`src/rtl/cau_pkg.sv`:
```
package cau_pkg;

  localparam int WORD_BITS = 32;
  localparam int FRAC_BITS = 16;
  // quotient bits kept before the overflow decision
  localparam int QBITS = WORD_BITS + 1;
  localparam int NUM_CELLS = QBITS;
  // wide signed intermediates
  localparam int PW = 2 * WORD_BITS + 2;
  // divider remainder / shifted divisor width
  localparam int REMW = 3 * WORD_BITS + 1;

  localparam logic [2:0] MODE_MUL  = 3'd0;
  localparam logic [2:0] MODE_CONJ = 3'd1;
  localparam logic [2:0] MODE_DIV  = 3'd2;
  localparam logic [2:0] MODE_ADD  = 3'd3;
  localparam logic [2:0] MODE_SUB  = 3'd4;
  localparam logic [2:0] MODE_SMUL = 3'd5;
  localparam logic [2:0] MODE_SDIV = 3'd6;
  localparam logic [2:0] MODE_MOD  = 3'd7;

  localparam logic [1:0] ERR_OK  = 2'd0;
  localparam logic [1:0] ERR_OVF = 2'd1;
  localparam logic [1:0] ERR_DZ  = 2'd2;

  // Data carried from cell to cell
  typedef struct packed {
    logic                      valid;
    logic                      is_div;
    logic                      is_sqrt;
    logic                      dz;
    logic                      ovf_r;
    logic                      ovf_i;
    logic                      neg_r;
    logic                      neg_i;
    logic                      nz_r;
    logic                      nz_i;
    logic signed [PW-1:0]      pass_r;
    logic signed [PW-1:0]      pass_i;
    logic [REMW-1:0]           rem_r;
    logic [REMW-1:0]           rem_i;
    logic [REMW-1:0]           dsh;
    logic [QBITS-1:0]          q_r;
    logic [QBITS-1:0]          q_i;
    logic [2*WORD_BITS-1:0]    op;
    logic [PW-1:0]             res;
    logic [PW-1:0]             one;
  } cell_t;

  function automatic logic signed [PW-1:0] ext_word(input logic signed [WORD_BITS-1:0] x);
    return {{(PW-WORD_BITS){x[WORD_BITS-1]}}, x};
  endfunction

  function automatic logic signed [PW-1:0] ext_prod(input logic signed [2*WORD_BITS-1:0] x);
    return {{(PW-2*WORD_BITS){x[2*WORD_BITS-1]}}, x};
  endfunction

endpackage

```
`src/rtl/cau_cell.sv`:
```
module cau_cell (
  input  logic           clk,
  input  logic           rst,
  input  logic           en,
  input  cau_pkg::cell_t cell_in,
  output cau_pkg::cell_t cell_out
);

  localparam int PW = cau_pkg::PW;
  localparam int OW = 2 * cau_pkg::WORD_BITS;

  cau_pkg::cell_t                    cell_next;
  logic [PW-1:0]                     trial;
  logic                              valid;
  logic [$bits(cau_pkg::cell_t)-2:0] body;

  // one quotient bit for each part and one root bit
  always_comb begin
    cell_next = cell_in;
    if (cell_in.rem_r >= cell_in.dsh) begin
      cell_next.rem_r = cell_in.rem_r - cell_in.dsh;
      cell_next.q_r   = {cell_in.q_r[cau_pkg::QBITS-2:0], 1'b1};
    end else begin
      cell_next.q_r   = {cell_in.q_r[cau_pkg::QBITS-2:0], 1'b0};
    end
    if (cell_in.rem_i >= cell_in.dsh) begin
      cell_next.rem_i = cell_in.rem_i - cell_in.dsh;
      cell_next.q_i   = {cell_in.q_i[cau_pkg::QBITS-2:0], 1'b1};
    end else begin
      cell_next.q_i   = {cell_in.q_i[cau_pkg::QBITS-2:0], 1'b0};
    end
    cell_next.dsh = cell_in.dsh >> 1;
    trial = cell_in.res + cell_in.one;
    if (PW'(cell_in.op) >= trial) begin
      cell_next.op  = cell_in.op - trial[OW-1:0];
      cell_next.res = (cell_in.res >> 1) + cell_in.one;
    end else begin
      cell_next.res = cell_in.res >> 1;
    end
    cell_next.one = cell_in.one >> 2;
  end

  always_ff @(posedge clk) begin
    if (rst) begin
      valid <= 1'b0;
    end else if (en) begin
      valid <= cell_in.valid;
    end
  end

  always_ff @(posedge clk) begin
    if (en) begin
      body <= cell_next[$bits(cau_pkg::cell_t)-2:0];
    end
  end

  // valid is the top field of the cell struct
  assign cell_out = {valid, body};

endmodule

```
`config.mk`:
```
export PLATFORM = sky130hd
export DESIGN_NAME = cau_cell
export DESIGN_NICKNAME = d
export VERILOG_FILES = /design/src/rtl/cau_pkg.sv /design/src/rtl/cau_cell.sv
export SDC_FILE = /design/constraint.sdc
export NUM_CORES = 2
export LEC_CHECK = 0
export BUFFER_PORTS_ARGS = -buffer_cell sky130_fd_sc_hd__buf_2
export CAP_MARGIN = 40
export CORE_AREA = 2 2 537 539
export CTS_BUF_LIST = sky130_fd_sc_hd__clkbuf_8
export CTS_CLUSTER_SIZE = 24
export DETAILED_ROUTE_END_ITERATION = 8
export DIE_AREA = 0 0 539 541
export GPL_TIMING_DRIVEN = 0
export SYNTH_ARGS = -nofsm -noshare
export SYNTH_HDL_FRONTEND = slang
export SYNTH_SLANG_ARGS = --single-unit
```
`constraint.sdc`:
```
create_clock -name clk -period 10.23 [get_ports clk]
set_input_delay 2.046 -clock clk [delete_from_list [all_inputs] [get_ports clk]]
set_output_delay 2.046 -clock clk [all_outputs]
set_load 0.01 [all_outputs]
```
* After elaboration in Yosys (flattened, before gate mapping)
Cells that the tools add are included.
W data, S select, Z words.
** Word-level totals
- Flip-flop bits (word level) :: 692
- Input bits :: 698
- Output and inout port bits :: 695
- Word-level logic and storage cells :: 17
** Cells by class
- Add/subtract/negate cells :: 5
- Order comparisons :: 3
- Muxes and demuxes :: 6
** Operators with widths (count)
- $ge A97 B97 Y1 :: 2
- $mux W97 :: 2
- $sub A97 B97 Y97 :: 2
- $add A65 B66 Y66 :: 1
- $add A66 B66 Y66 :: 1
- $ge A64 B66 Y1 :: 1
- $mux W65 :: 1
- $mux W64 :: 1
- $sub A64 B64 Y64 :: 1
- $mux W1 :: 2

* Logic depth before layout (Yosys ltp)
- Depth after elaboration :: 3
- Mapped depth :: 31
- Gate-level depth less buffers :: 28

* Worst setup path after synthesis
Ideal clock, no wire load.
- Path type :: input to register
- From :: in cell_in[0] (netlist name)
- To :: reg body[128] (netlist name), data pin
- Setup time :: 0.262 ns
- Arrival :: 7.329 ns
- Data required time :: 9.968 ns
- Setup slack :: 2.639 ns
- Stages :: 31
- Buffers on the path :: 3
- Cells stage by stage :: ha_1 -> inv_1 -> fa_1 -> nor2b_1 -> o31a_1 -> o41ai_2 -> nand2_1 -> nand4_1 -> a21oi_1 -> o21ai_0 -> inv_1 -> o21ai_0 -> o21ai_0 -> a21oi_1 -> xor2_1 -> ha_1 -> nand3_1 -> a2111oi_0 -> o21ai_1 -> nand3_1 -> a21oi_1 -> o31a_1 -> o32ai_4 -> a31oi_2 -> o21ai_1 -> a41o_1 -> and4_1 -> buf_4 -> buf_12 -> buf_12 -> mux2_1
** RTL lines
- start, declared :: line cau_cell.sv:5 : input cau_pkg::cell_t cell_in,
- end signal, assigned :: line cau_cell.sv:53 : body <= cell_next[$bits(cau_pkg::cell_t)-2:0];
- end, declared :: line cau_cell.sv:15 : logic [$bits(cau_pkg::cell_t)-2:0] body;

==> summary.md <==
| Metric | Value |
|---|---|
| Status | completed |
| Num ports | 1393 |
| CTS Buffer Depth | 4 |
| Die Ht | between 500 and 600 um |
| Worst r2r dst | valid |
| DRC viols | 0 |
| Number of global-route vias before repair | around 45000 |
| Clk pin slew, worst setup/hold paths | roughly 0.060 ns |
| Actual slew at the worst max-slew pin | 1.17 ns |
| Hold crit path type | register to register |
| Seq/Total Area, Yosys | 0.433 |
| Synthesized cell area | around 48000 um2 |
| Filler cell count | ~32000 |
| Simple-gate share of the synthesized area | 0.120 |
| Largest family of logic cells by synthesized area | compound AO/OA/AOI/OAI gates |
| Clock Skews | 0 ns |
| Mux cell area share after synthesis | 0.0402 |
| Netlist cell types | 94 |
| Clock period minus worst slack | 8.83 ns |
| Site Rows | between 150 and 200 |
| Gr ovfl total | 0 |
| Worst Path Max Fanout | 10 |
| RePlAce Congestion | 0.980 |
| Initial antenna violation count | roughly 260 |
| Final hold vios | 0 |
| Worst VDD drop | between 90 and 100 uV |
| Synth area leaders | edfxtp_1 (43%), ha_1 (10%), a21oi_1 (5.2%) |
| TritonCTS clock tree | done |
| Leakage | roughly 0.027 uW |
| Port-buffer cells | between 1000 and 1500 |
| Placeable core area | 286000 um2 |
| Fmax | about 0.11 GHz |
| Layout area overhead | 32.0% |
| Worst path slowest cell | o41ai_2 |
| First-pass GRT wire length | about 390000 um |
| DR WL/cell | between 20 and 30 um |
| Largest net degree at the start of global routing | ~130 |
| RSZ-0062 raised after global routing | false |
| Pwr/cell area | between 150 and 200 nW/um2 |
| Layout cell share with drive strength beyond 1 | 0.283 |
| Final HPWL DP | around 260000 um |
| Root Driver | clkbuf_8 |
| Total GRT Usage | 0.195 |
| CTS H-tree lvls | 4 |
| Ys Warns | 0 |
| Async set-reset flop share out of synthesis | 0 |
| Leading area contributor after synthesis | edfxtp_1 |
| Setup violators final | 0 |
| Placed Cells | 10014 |
| R2R Path Start | valid |
| Post-cts resize count | 0 |
| Routed wire length | 298000 um |
| Crit path capture type | register |
| R2R Setup Slk | between 9 and 10 ns |
| CP Class | primary input to register |
| Compound-gate portion of the synthesized area | 0.202 |
| Worst path max stage delay | about 0.48 ns |
| Hold Path End | valid |
| Die ar. | a little under 300000 um2 |
| CTS Buf Count | between 100 and 150 |
| Drt first pass iters | 6 |
| Synth Flop Type | edfxtp_1 |
| Period utilization | 0.863 |
| Nets | ~7500 |
| Post-Synth XOR/XNOR Area | 0.0653 |
| Via count | roughly 46000 |
| Post-Synth Adder-Cell Area | 0.103 |
| Max-cap viol count | 0 |
| Cells after Synth | 4800 |
| Critical path arrival | approximately 9.4 ns |
| Hold Startpoint | valid |
| Final Core Density | 0.221 |
| DR vias/cell | ~4.5 |
| Die Wd | about 540 um |
| Initial core utilization | 0.168 |
| Startpoint type of the worst setup path | primary input |
| Slew Limit Headroom | 0.221 |
| Area share of the leading cell type in the synthesized netlist | 0.432 |
| Hold depth | 2 |
| Clk sinks | 692 |
| Syn avg cell area | ~10 um2 |
| Number of synthesized register bits | around 690 |
| Pins over their slew limit | 0 |
| Critical Path RT | 10.84 ns |
| DRT iter0 DRCs | approximately 3400 |
| Cts hold-fix bufs | 0 |
| Reg2reg path depth | 2 |
| Total power | 10400 uW |
| Post-CTS Setup Repair Bufs | 0 |
| Antenna-violating nets left | 0 |
| Final Non-Filler Cells | around 10000 |
| Post-synth EDFFs | slightly below 700 |
| Clock Latency Late Sink | between 0.8 and 0.9 ns |
-- state kept, by name, summed over array words and instances, names as in the netlist --
name   count
valid      1
body     691
-- power by group --
part	internal [uW]	total, uW	switching (uW)
Clock	1700	3200	1500
Combinational	1310	3630	2310
Sequential	3510	3600	94.7
-- metal layers --
layer	global-route usage	vias up	wire (um)
li1	-	21318	-
met3	0.0685	683	26300
met5	0	-	739
met4	0.120	114	21500
met2	0.350	2187	148000
met1	0.191	21874	101000
-- Yosys cell counts (17+ instances only) --
cell type	number
edfxtp_1	691
nand2_1	517
a21oi_1	503
o21ai_0	447
ha_1	388
nor2_1	215
inv_1	210
a21o_1	206
xnor2_1	201
xor2_1	157
clkbuf_1	149
nand4_1	116
mux2_4	92
nand3_1	74
o21bai_1	70
nor3_1	66
o21a_1	47
nor2b_1	44
nand2b_1	40
a31oi_1	38
mux2_2	38
and3_1	36
o31ai_1	36
and2_1	28
o211ai_1	28
a211oi_1	27
nor4_1	26
a21boi_0	21
or3_1	20
buf_2	18
o21ai_1	17
-- cell usage in the layout, fill, tap and decap left out, types with 66 or more instances in the layout --
cell type  instances
clkbuf_8         150
nand4_1          116
nand3_1           74
clkbuf_1         148
o21ai_0          446
diode_2           94
buf_2           1414
nor2_1           215
nand2_1          517
a21oi_1          501
xnor2_1          201
edfxtp_1         691
mux2_4            92
inv_1            233
ha_1             388
nor3_1            66
xor2_1           157
a21o_1           206
o21bai_1          70
-- through the flow --
stage,hold WS (ns),worst slack [ns],TNS [ns],cell area [um2]
after floorplan,0.462,2.64,0,48000
after global placement,0.511,-5.41,-3708.58,59700
after detailed placement,0.496,0.629,0,60300
after CTS,0.525,1.64,0,63100
after global routing,0.562,1.30,0,63300
final,0.533,1.40,0,63400
-- how the worst max path moves through the flow --
stage / cells after the start / slack, ns / end / from
floorplan: 31 / 2.64 / body[128] / cell_in[0]
global placement: 1 / -5.41 / body[659] / en
detailed placement: 28 / 0.63 / body[136] / cell_in[0]
CTS: 29 / 1.64 / body[128] / cell_in[0]
global route: 32 / 1.30 / body[128] / cell_in[0]
finish: 31 / 1.40 / body[134] / cell_in[0]
-- area by class of cell --
| class | count | area (um2) | share of cell area |
|---|---|---|---|
| inverter | 211 | 792 | 0.0125 |
| multi-input combinational | 3711 | 25500 | 0.403 |
| clock buffer | 150 | 2060 | 0.0326 |
| clock inverter | 107 | 823 | 0.0130 |
| timing repair buffer | 1431 | 7480 | 0.118 |
| buffer | 188 | 938 | 0.0148 |
| tap | 3781 | 4730 | 0.0746 |
| sequential | 692 | 20800 | 0.328 |
| antenna | 94 | 235 | 0.00371 |
-- critical path: cells and delay by family --
| family | cells | cell delay [ns] |
|---|---|---|
| xor+xnor | 1 | 0.10 |
| buf+inv | 5 | 0.83 |
| compound gates | 14 | 3.59 |
| fa+ha+maj | 3 | 0.86 |
| simple gates | 7 | 1.50 |
| mux | 1 | 0.44 |
-- kinds of logic after synthesis --
family / after synthesis
buf+inv: 399
xor+xnor: 358
compound gates: 1584
flops: 692
other cells: 1
mux: 142
simple gates: 1231
fa+ha+maj: 393
Power figures use the tool's default switching activity.
