$ cat src/rtl/cau_pkg.sv
package cau_pkg;

  localparam int WORD_BITS = 32;
  localparam int FRAC_BITS = 16;
  // quotient bits kept before the overflow decision
  localparam int QBITS = WORD_BITS + 1;
  localparam int NUM_CELLS = QBITS;
  // wide signed intermediates
  localparam int PW = 2 * WORD_BITS + 2;
  // divider remainder / shifted divisor width
  localparam int REMW = 3 * WORD_BITS + 1;

  localparam logic [2:0] MODE_MUL  = 3'd0;
  localparam logic [2:0] MODE_CONJ = 3'd1;
  localparam logic [2:0] MODE_DIV  = 3'd2;
  localparam logic [2:0] MODE_ADD  = 3'd3;
  localparam logic [2:0] MODE_SUB  = 3'd4;
  localparam logic [2:0] MODE_SMUL = 3'd5;
  localparam logic [2:0] MODE_SDIV = 3'd6;
  localparam logic [2:0] MODE_MOD  = 3'd7;

  localparam logic [1:0] ERR_OK  = 2'd0;
  localparam logic [1:0] ERR_OVF = 2'd1;
  localparam logic [1:0] ERR_DZ  = 2'd2;

  // Data carried from cell to cell
  typedef struct packed {
    logic                      valid;
    logic                      is_div;
    logic                      is_sqrt;
    logic                      dz;
    logic                      ovf_r;
    logic                      ovf_i;
    logic                      neg_r;
    logic                      neg_i;
    logic                      nz_r;
    logic                      nz_i;
    logic signed [PW-1:0]      pass_r;
    logic signed [PW-1:0]      pass_i;
    logic [REMW-1:0]           rem_r;
    logic [REMW-1:0]           rem_i;
    logic [REMW-1:0]           dsh;
    logic [QBITS-1:0]          q_r;
    logic [QBITS-1:0]          q_i;
    logic [2*WORD_BITS-1:0]    op;
    logic [PW-1:0]             res;
    logic [PW-1:0]             one;
  } cell_t;

  function automatic logic signed [PW-1:0] ext_word(input logic signed [WORD_BITS-1:0] x);
    return {{(PW-WORD_BITS){x[WORD_BITS-1]}}, x};
  endfunction

  function automatic logic signed [PW-1:0] ext_prod(input logic signed [2*WORD_BITS-1:0] x);
    return {{(PW-2*WORD_BITS){x[2*WORD_BITS-1]}}, x};
  endfunction

endpackage

$ cat src/rtl/cau_back.sv
module cau_back (
  input  logic                                  clk,
  input  logic                                  rst,
  input  cau_pkg::cell_t                        cell_in,
  input  logic                                  out_ready,
  output logic                                  out_valid,
  output logic                                  en,
  output logic signed [cau_pkg::WORD_BITS-1:0]  result_real,
  output logic signed [cau_pkg::WORD_BITS-1:0]  result_imag,
  output logic [1:0]                            error_flag
);

  localparam int W  = cau_pkg::WORD_BITS;
  localparam int PW = cau_pkg::PW;
  localparam logic signed [PW-1:0] VMAX = PW'((64'(1) << (W - 1)) - 64'(1));
  localparam logic signed [PW-1:0] VMIN = -(PW'(64'(1) << (W - 1)));
  localparam logic signed [PW-1:0] BIG  = PW'(64'(1) << (W + 1));

  logic signed [PW-1:0] v_r, v_i, m_r, m_i;
  logic signed [W-1:0]  s_r, s_i;
  logic                 o_r, o_i;
  logic [1:0]           err;

  // final value for each part, then saturation
  always_comb begin
    m_r = cell_in.ovf_r ? BIG : PW'(cell_in.q_r);
    m_i = cell_in.ovf_i ? BIG : PW'(cell_in.q_i);
    if (cell_in.is_div && cell_in.dz) begin
      v_r = !cell_in.nz_r ? '0 : (cell_in.neg_r ? -BIG : BIG);
      v_i = !cell_in.nz_i ? '0 : (cell_in.neg_i ? -BIG : BIG);
    end else if (cell_in.is_div) begin
      v_r = cell_in.neg_r ? -m_r : m_r;
      v_i = cell_in.neg_i ? -m_i : m_i;
    end else if (cell_in.is_sqrt) begin
      v_r = cell_in.res;
      v_i = '0;
    end else begin
      v_r = cell_in.pass_r;
      v_i = cell_in.pass_i;
    end
    o_r = (v_r > VMAX) || (v_r < VMIN);
    o_i = (v_i > VMAX) || (v_i < VMIN);
    s_r = (v_r > VMAX) ? W'(VMAX) : ((v_r < VMIN) ? W'(VMIN) : W'(v_r));
    s_i = (v_i > VMAX) ? W'(VMAX) : ((v_i < VMIN) ? W'(VMIN) : W'(v_i));
    if (cell_in.is_div && cell_in.dz) begin
      err = cau_pkg::ERR_DZ;
    end else if (o_r || o_i) begin
      err = cau_pkg::ERR_OVF;
    end else begin
      err = cau_pkg::ERR_OK;
    end
  end

  // output register; chain advances whenever it can be freed
  assign en = !out_valid || out_ready;

  always_ff @(posedge clk) begin
    if (rst) begin
      out_valid <= 1'b0;
    end else if (en) begin
      out_valid <= cell_in.valid;
    end
  end

  always_ff @(posedge clk) begin
    if (en) begin
      result_real <= s_r;
      result_imag <= s_i;
      error_flag  <= err;
    end
  end

endmodule

$ cat config.mk
export PLATFORM = sky130hd
export DESIGN_NAME = cau_back
export DESIGN_NICKNAME = d
export VERILOG_FILES = /design/src/rtl/cau_pkg.sv /design/src/rtl/cau_back.sv
export SDC_FILE = /design/constraint.sdc
export NUM_CORES = 1
export LEC_CHECK = 0
export BUFFER_PORTS_ARGS = -buffer_cell sky130_fd_sc_hd__buf_2
export CORE_AREA = 5 5 293 295
export CTS_CLUSTER_DIAMETER = 60
export DETAILED_ROUTE_END_ITERATION = 12
export DIE_AREA = 0 0 298 300
export GPL_TIMING_DRIVEN = 0
export HOLD_SLACK_MARGIN = 0.05
export PLACE_DENSITY = 0.37
export SLEW_MARGIN = 20
export SYNTH_ARGS = -nofsm -noshare
export SYNTH_HDL_FRONTEND = slang
export SYNTH_SLANG_ARGS = --single-unit
$ cat constraint.sdc
create_clock -name clk -period 3.4 [get_ports clk]
set_input_delay 0.17 -clock clk [delete_from_list [all_inputs] [get_ports clk]]
set_output_delay 0.17 -clock clk [all_outputs]
set_load 0.05 [all_outputs]
### Word level (Yosys, flattened, before mapping)

Index checks and enable logic that the tools add are counted.

| operators by class | value |
|---|---|
| muxes and demuxes | 17 |
| magnitude comparators | 4 |
| add/subtract/negate cells | 2 |
| reduce and logical (&&, ||, !) cells | 6 |

Operators by type and width:

| operator | count |
|---|---|
| $mux 66 | 12 |
| $gt 66x32->1 const B | 2 |
| $lt 66x32->1 const B | 2 |
| $neg 34->66 | 2 |
| $mux 34 | 2 |
| $mux 32 | 2 |
| $logic_or 1x1->1 | 4 |
| $logic_and 1x1->1 | 1 |
| $logic_not 1->1 | 1 |
| $mux 1 | 1 |

| word-level totals | value |
|---|---|
| logic and storage cells | 33 |
| bits in registers | 67 |

### Longest topological paths before layout

| depth | value |
|---|---|
| word-level depth | 9 |
| gate-level depth with buffers | 14 |
| depth with buffers taken out | 9 |

### Worst setup path before layout

No wires, ideal clock.

| timing | value |
|---|---|
| kind | input port to flip-flop |
| start | in cell_in[689] in the netlist's numbering |
| end | reg result_imag[0] in the netlist's numbering, data pin |
| cell stages on the path | 13 |
| path buffers | 4 |
| arrival time | 3.219 ns |
| library setup time | 0.278 ns |
| data required time | 3.122 ns |
| path slack | -0.096 ns |
| path through | clkbuf_1 -> clkbuf_1 -> clkbuf_1 -> nand2b_1 -> ha_1 -> or4b_2 -> nor4_1 -> a21oi_1 -> o31a_1 -> nor4b_1 -> a21oi_1 -> clkbuf_1 -> o21ai_0 |

| on the way | value |
|---|---|
| longest elaborated chain between the ends | 7 |
| elaborated cells on any way between the ends | 8 |
| those cells by class | 1 x add/sub; 2 x order compare; 5 x mux |

Ends and longest elaborated chain:

| item | line | text |
|---|---|---|
| from (decl) | cau_back.sv:4 | `input cau_pkg::cell_t cell_in,` |
| $mux 34 * | cau_back.sv:27 | `m_i = cell_in.ovf_i ? BIG : PW'(cell_in.q_i);` |
| $neg 34->66 | cau_back.sv:33 | `v_i = cell_in.neg_i ? -m_i : m_i;` |
| $mux 66 * | cau_back.sv:33 |  |
| $mux 66 * | cau_back.sv:31 | `end else if (cell_in.is_div) begin` |
| $mux 66 * | cau_back.sv:28 | `if (cell_in.is_div && cell_in.dz) begin` |
| $lt 66x32->1 | cau_back.sv:44 | `s_i = (v_i > VMAX) ? W'(VMAX) : ((v_i < VMIN) ? W'(VMIN) : W'(v_i));` |
| $mux 32 | cau_back.sv:44 |  |
| to (signal assigned) | cau_back.sv:68 | `result_imag <= s_i;` |
| to (decl) | cau_back.sv:9 | `output logic signed [cau_pkg::WORD_BITS-1:0] result_imag,` |

Mark *: on every way between the ends. The rest lies on a longest branch, timed or not.
A chain may end at the register's enable or synchronous reset.

### Worst setup path in the final report

| timing | value |
|---|---|
| start | in cell_in[689] in the netlist's numbering |
| end | reg result_imag[10] in the netlist's numbering, data pin |

The elaborated chain is that of the path after synthesis.

==> metrics.md <==
| Metric | Value |
|---|---|
| Peak VDD IR | `0.222 mV` |
| Ys async rst share | `0%` |
| CP required | `3.49 ns` |
| Largest net degree at the start of global routing | `46` |
| Die H | `300 um` |
| Final WS setup | `0.153 ns` |
| R2r setup slk | `2.07 ns` |
| H-tree levels | `3` |
| Post-synthesis sequential area ratio | `29.8%` |
| GRT Total Usage | `11.3%` |
| Std cell rows | `106` |
| Leak | `0.00375 uW` |
| Post-Syn Nets | `1521` |
| CP Buf/Inv Count | `5` |
| Iter 0 DRT Violations | `637` |
| Syn. warnings | `0` |
| Status | `finished clean` |
| Slew margin rel. | `34.3%` |
| Hold Crit Class | `in2reg` |
| Layout Nets | `1875` |
| Worst Path Arrival | `3.34 ns` |
| Wirelength per Cell | `23.5 um` |
| Clk slew on worst S/H paths | `0.07 ns` |
| Final setup fails | `0` |
| Reg-to-Reg Start | `out_valid` |
| Routability cong. | `0.861` |
| Sink Count | `67` |
| Place WS | `-1.55 ns` |
| Max incr delay on CP | `0.64 ns` |
| Tcrit/Tclk final | `95.5%` |
| Routed vias | `8613` |
| Hpwl dp | `46200 um` |
| Number of global-route vias before repair | `8803` |
| Area grow syn2layout | `54.9%` |
| Predominant post-synthesis flop cell | `edfxtp_1` |
| CTS tree | `built` |
| Crit-path slowest cell | `or4b_2` |
| Cell breakdown of the critical path | `buf_6 > buf_6 > clkbuf_4 > nand2b_1 > ha_1 > or4b_2 > nor4_4 > a21oi_4 > o31ai_2 > nand4_1 > o41ai_4 > buf_6 > clkbuf_4 > o21ai_0` |
| Synth top area share | `29.5%` |
| Max Cap Viol | `0` |
| CP startpoint kind | `input pin` |
| CP top delay family | `simple AND/OR/NAND/NOR gates` |
| Root buffer cell | `clkbuf_16` |
| Starting Density | `8.11%` |
| Reg2Reg Depth | `2` |
| First-pass GRT wire length | `71400 um` |
| CTS buffer count | `9` |
| Area leader, netlist | `edfxtp_1` |
| Final Cell Area | `10400 um^2` |
| Flops & latches, synth | `67` |
| Critical Path End Type | `flop` |
| Final ANT Viol Nets | `0` |
| Clk_lat worst skew | `0.35 ns` |
| Worst hold stages | `3` |
| Kind of critical path | `in2reg` |
| Die ar. | `89400 um^2` |
| Worst clock skew | `0.0105 ns` |
| Synth area leaders | `edfxtp_1 (29%), mux2i_1 (6.0%), a21oi_1 (4.7%)` |
| P per Cell Area | `344 nW/um^2` |
| Placed inst area | `9830 um^2` |
| # placed instances | `2243` |
| Layout Cells excl Fill | `2273` |
| Die X | `298 um` |
| Tmin final | `3.25 ns` |
| Commonest non-fill, non-tap cell in the layout | `buf_2` |
| Port Buffers | `340` |
| Clock buffer depth | `2` |
| Hold path start | `cell_in[579]` |
| Initial antenna violation count | `40` |
| Worst R2R End | `result_real[2]` |
| Layout cell share with drive strength beyond 1 | `37.0%` |
| # IOs | `766` |
| Pins Over Slew Limit | `0` |
| RSZ-0062 raised after global routing | `false` |
| Number of hold violations in the final report | `0` |
| Mapped Cells | `821` |
| Final WL | `53300 um` |
| Worst-Margin Slew | `0.986 ns` |
| Fin Hold WS | `0.187 ns` |
| Number of flops mapped to enable cells by yosys | `66` |
| Cell Area, Synth | `6730 um^2` |
| Worst Hold End | `result_imag[26]` |
| Fmax | `308 MHz` |
| Vias/cell | `3.79` |
| # DRC | `0` |
| Post-synthesis cell type count | `73` |
| DRT Pass-1 Iters | `6` |
| Worst-path fanout max | `14` |
| Avg Cell Area, Syn | `8.19 um^2` |
| Gr ovfl total | `0` |
| Most frequent cells in the layout | `buf_2 (345), edfxtp_1 (66), a21oi_1 (61)` |
| Core area | `82900 um^2` |
| Crit path top cell by count | `buf_6` |
==> worst max path at each step <==
stage	startpoint	endpoint	slack, ns	cells past startpoint
after floorplan	cell_in[689]	result_imag[0]	0.10	13
after global placement	cell_in[689]	result_imag[10]	-1.54	14
after detailed placement	cell_in[689]	result_imag[10]	-1.55	14
after CTS	cell_in[689]	result_imag[10]	0.006	13
after global routing	cell_in[690]	result_real[3]	0.001	14
final	cell_in[689]	result_imag[10]	0.15	14
==> sequential cells by signal, indices dropped and copies added, names as in the netlist <==
name and cells:
result_real 32, result_imag 32, error_flag 2, out_valid 1
==> synthesized netlist by cell type (all sizes together) (5+ instances only) <==
master  number
nand4       27
o41ai       12
a21oi       63
inv          9
clkbuf      47
mux2         9
mux2i       40
or4         13
nand2       52
a41oi        5
a22oi       20
a21o        14
nor4        45
o31ai       16
xnor2       33
nor2b       21
o21ai       91
nor3        26
edfxtp      66
or2          5
nor2        58
o22a         8
a31oi       10
or3         11
nand3       11
xor2         7
and4         5
nand2b      23
buf         11
==> cell type report <==
type,count,area (um^2)
Tap cell,1080,1350
Sequential cell,67,2000
Clock buffer,9,225
Antenna cell,13,32.5
Buffer,54,284
Timing Repair Buffer,347,1800
Inverter,10,41.3
Multi-Input combinational cell,686,4590
Fill cell,9557,72500
Clock inverter,7,98.8
==> tightest hold or removal path: cells and delay by family <==
kind | cells | cell delay [ns]
compound gates | 2 | 0.19
buf+inv | 1 | 0.08
==> cells by family (layout without fill, tap and decap cells) <==
kind of cell,Yosys count,after routing,synth area share [%]
xor+xnor,40,40,5.21
mux,49,49,7.46
other cells,0,13,0
flops,67,67,29.8
fa+ha+maj,2,2,0.372
buf+inv,68,427,4.26
compound gates,279,279,26.7
simple gates,316,316,26.2
==> per-layer routing <==
layer | track usage [%] | share of wire, %
met1 | 15.0 | 43
met2 | 18.1 | 45
met3 | 3.70 | 9.8
met4 | 2.42 | 1.7
met5 | 0 | 0.26
==> through the flow <==
step	util [%]	setup TNS [ns]	power, uW
2_1_floorplan	-	0	1840
3_3_place_gp	11.8	-87.27	2500
3_5_place_dp	11.9	-83.28	2510
4_1_cts	12.5	0	3650
5_1_grt	12.5	0	3770
6_report	12.6	0	3590
==> repair_timing <==
item,in CTS,in global routing
hold buffers,1,0
resized for setup,37,21
pin swaps,3,2
endpoints found under the hold margin,1,0
setup endpoints to repair,63,62
buffers inserted,4,0
==> power by group <==
| group | switching [uW] | internal, uW | total, uW |
|---|---|---|---|
| Combinational | 1030 | 429 | 1460 |
| Sequential | 26.0 | 1020 | 1040 |
| Clock | 438 | 649 | 1090 |
| Total | 1490 | 2100 | 3590 |
Note: power is estimated with default switching activity, not from simulation.
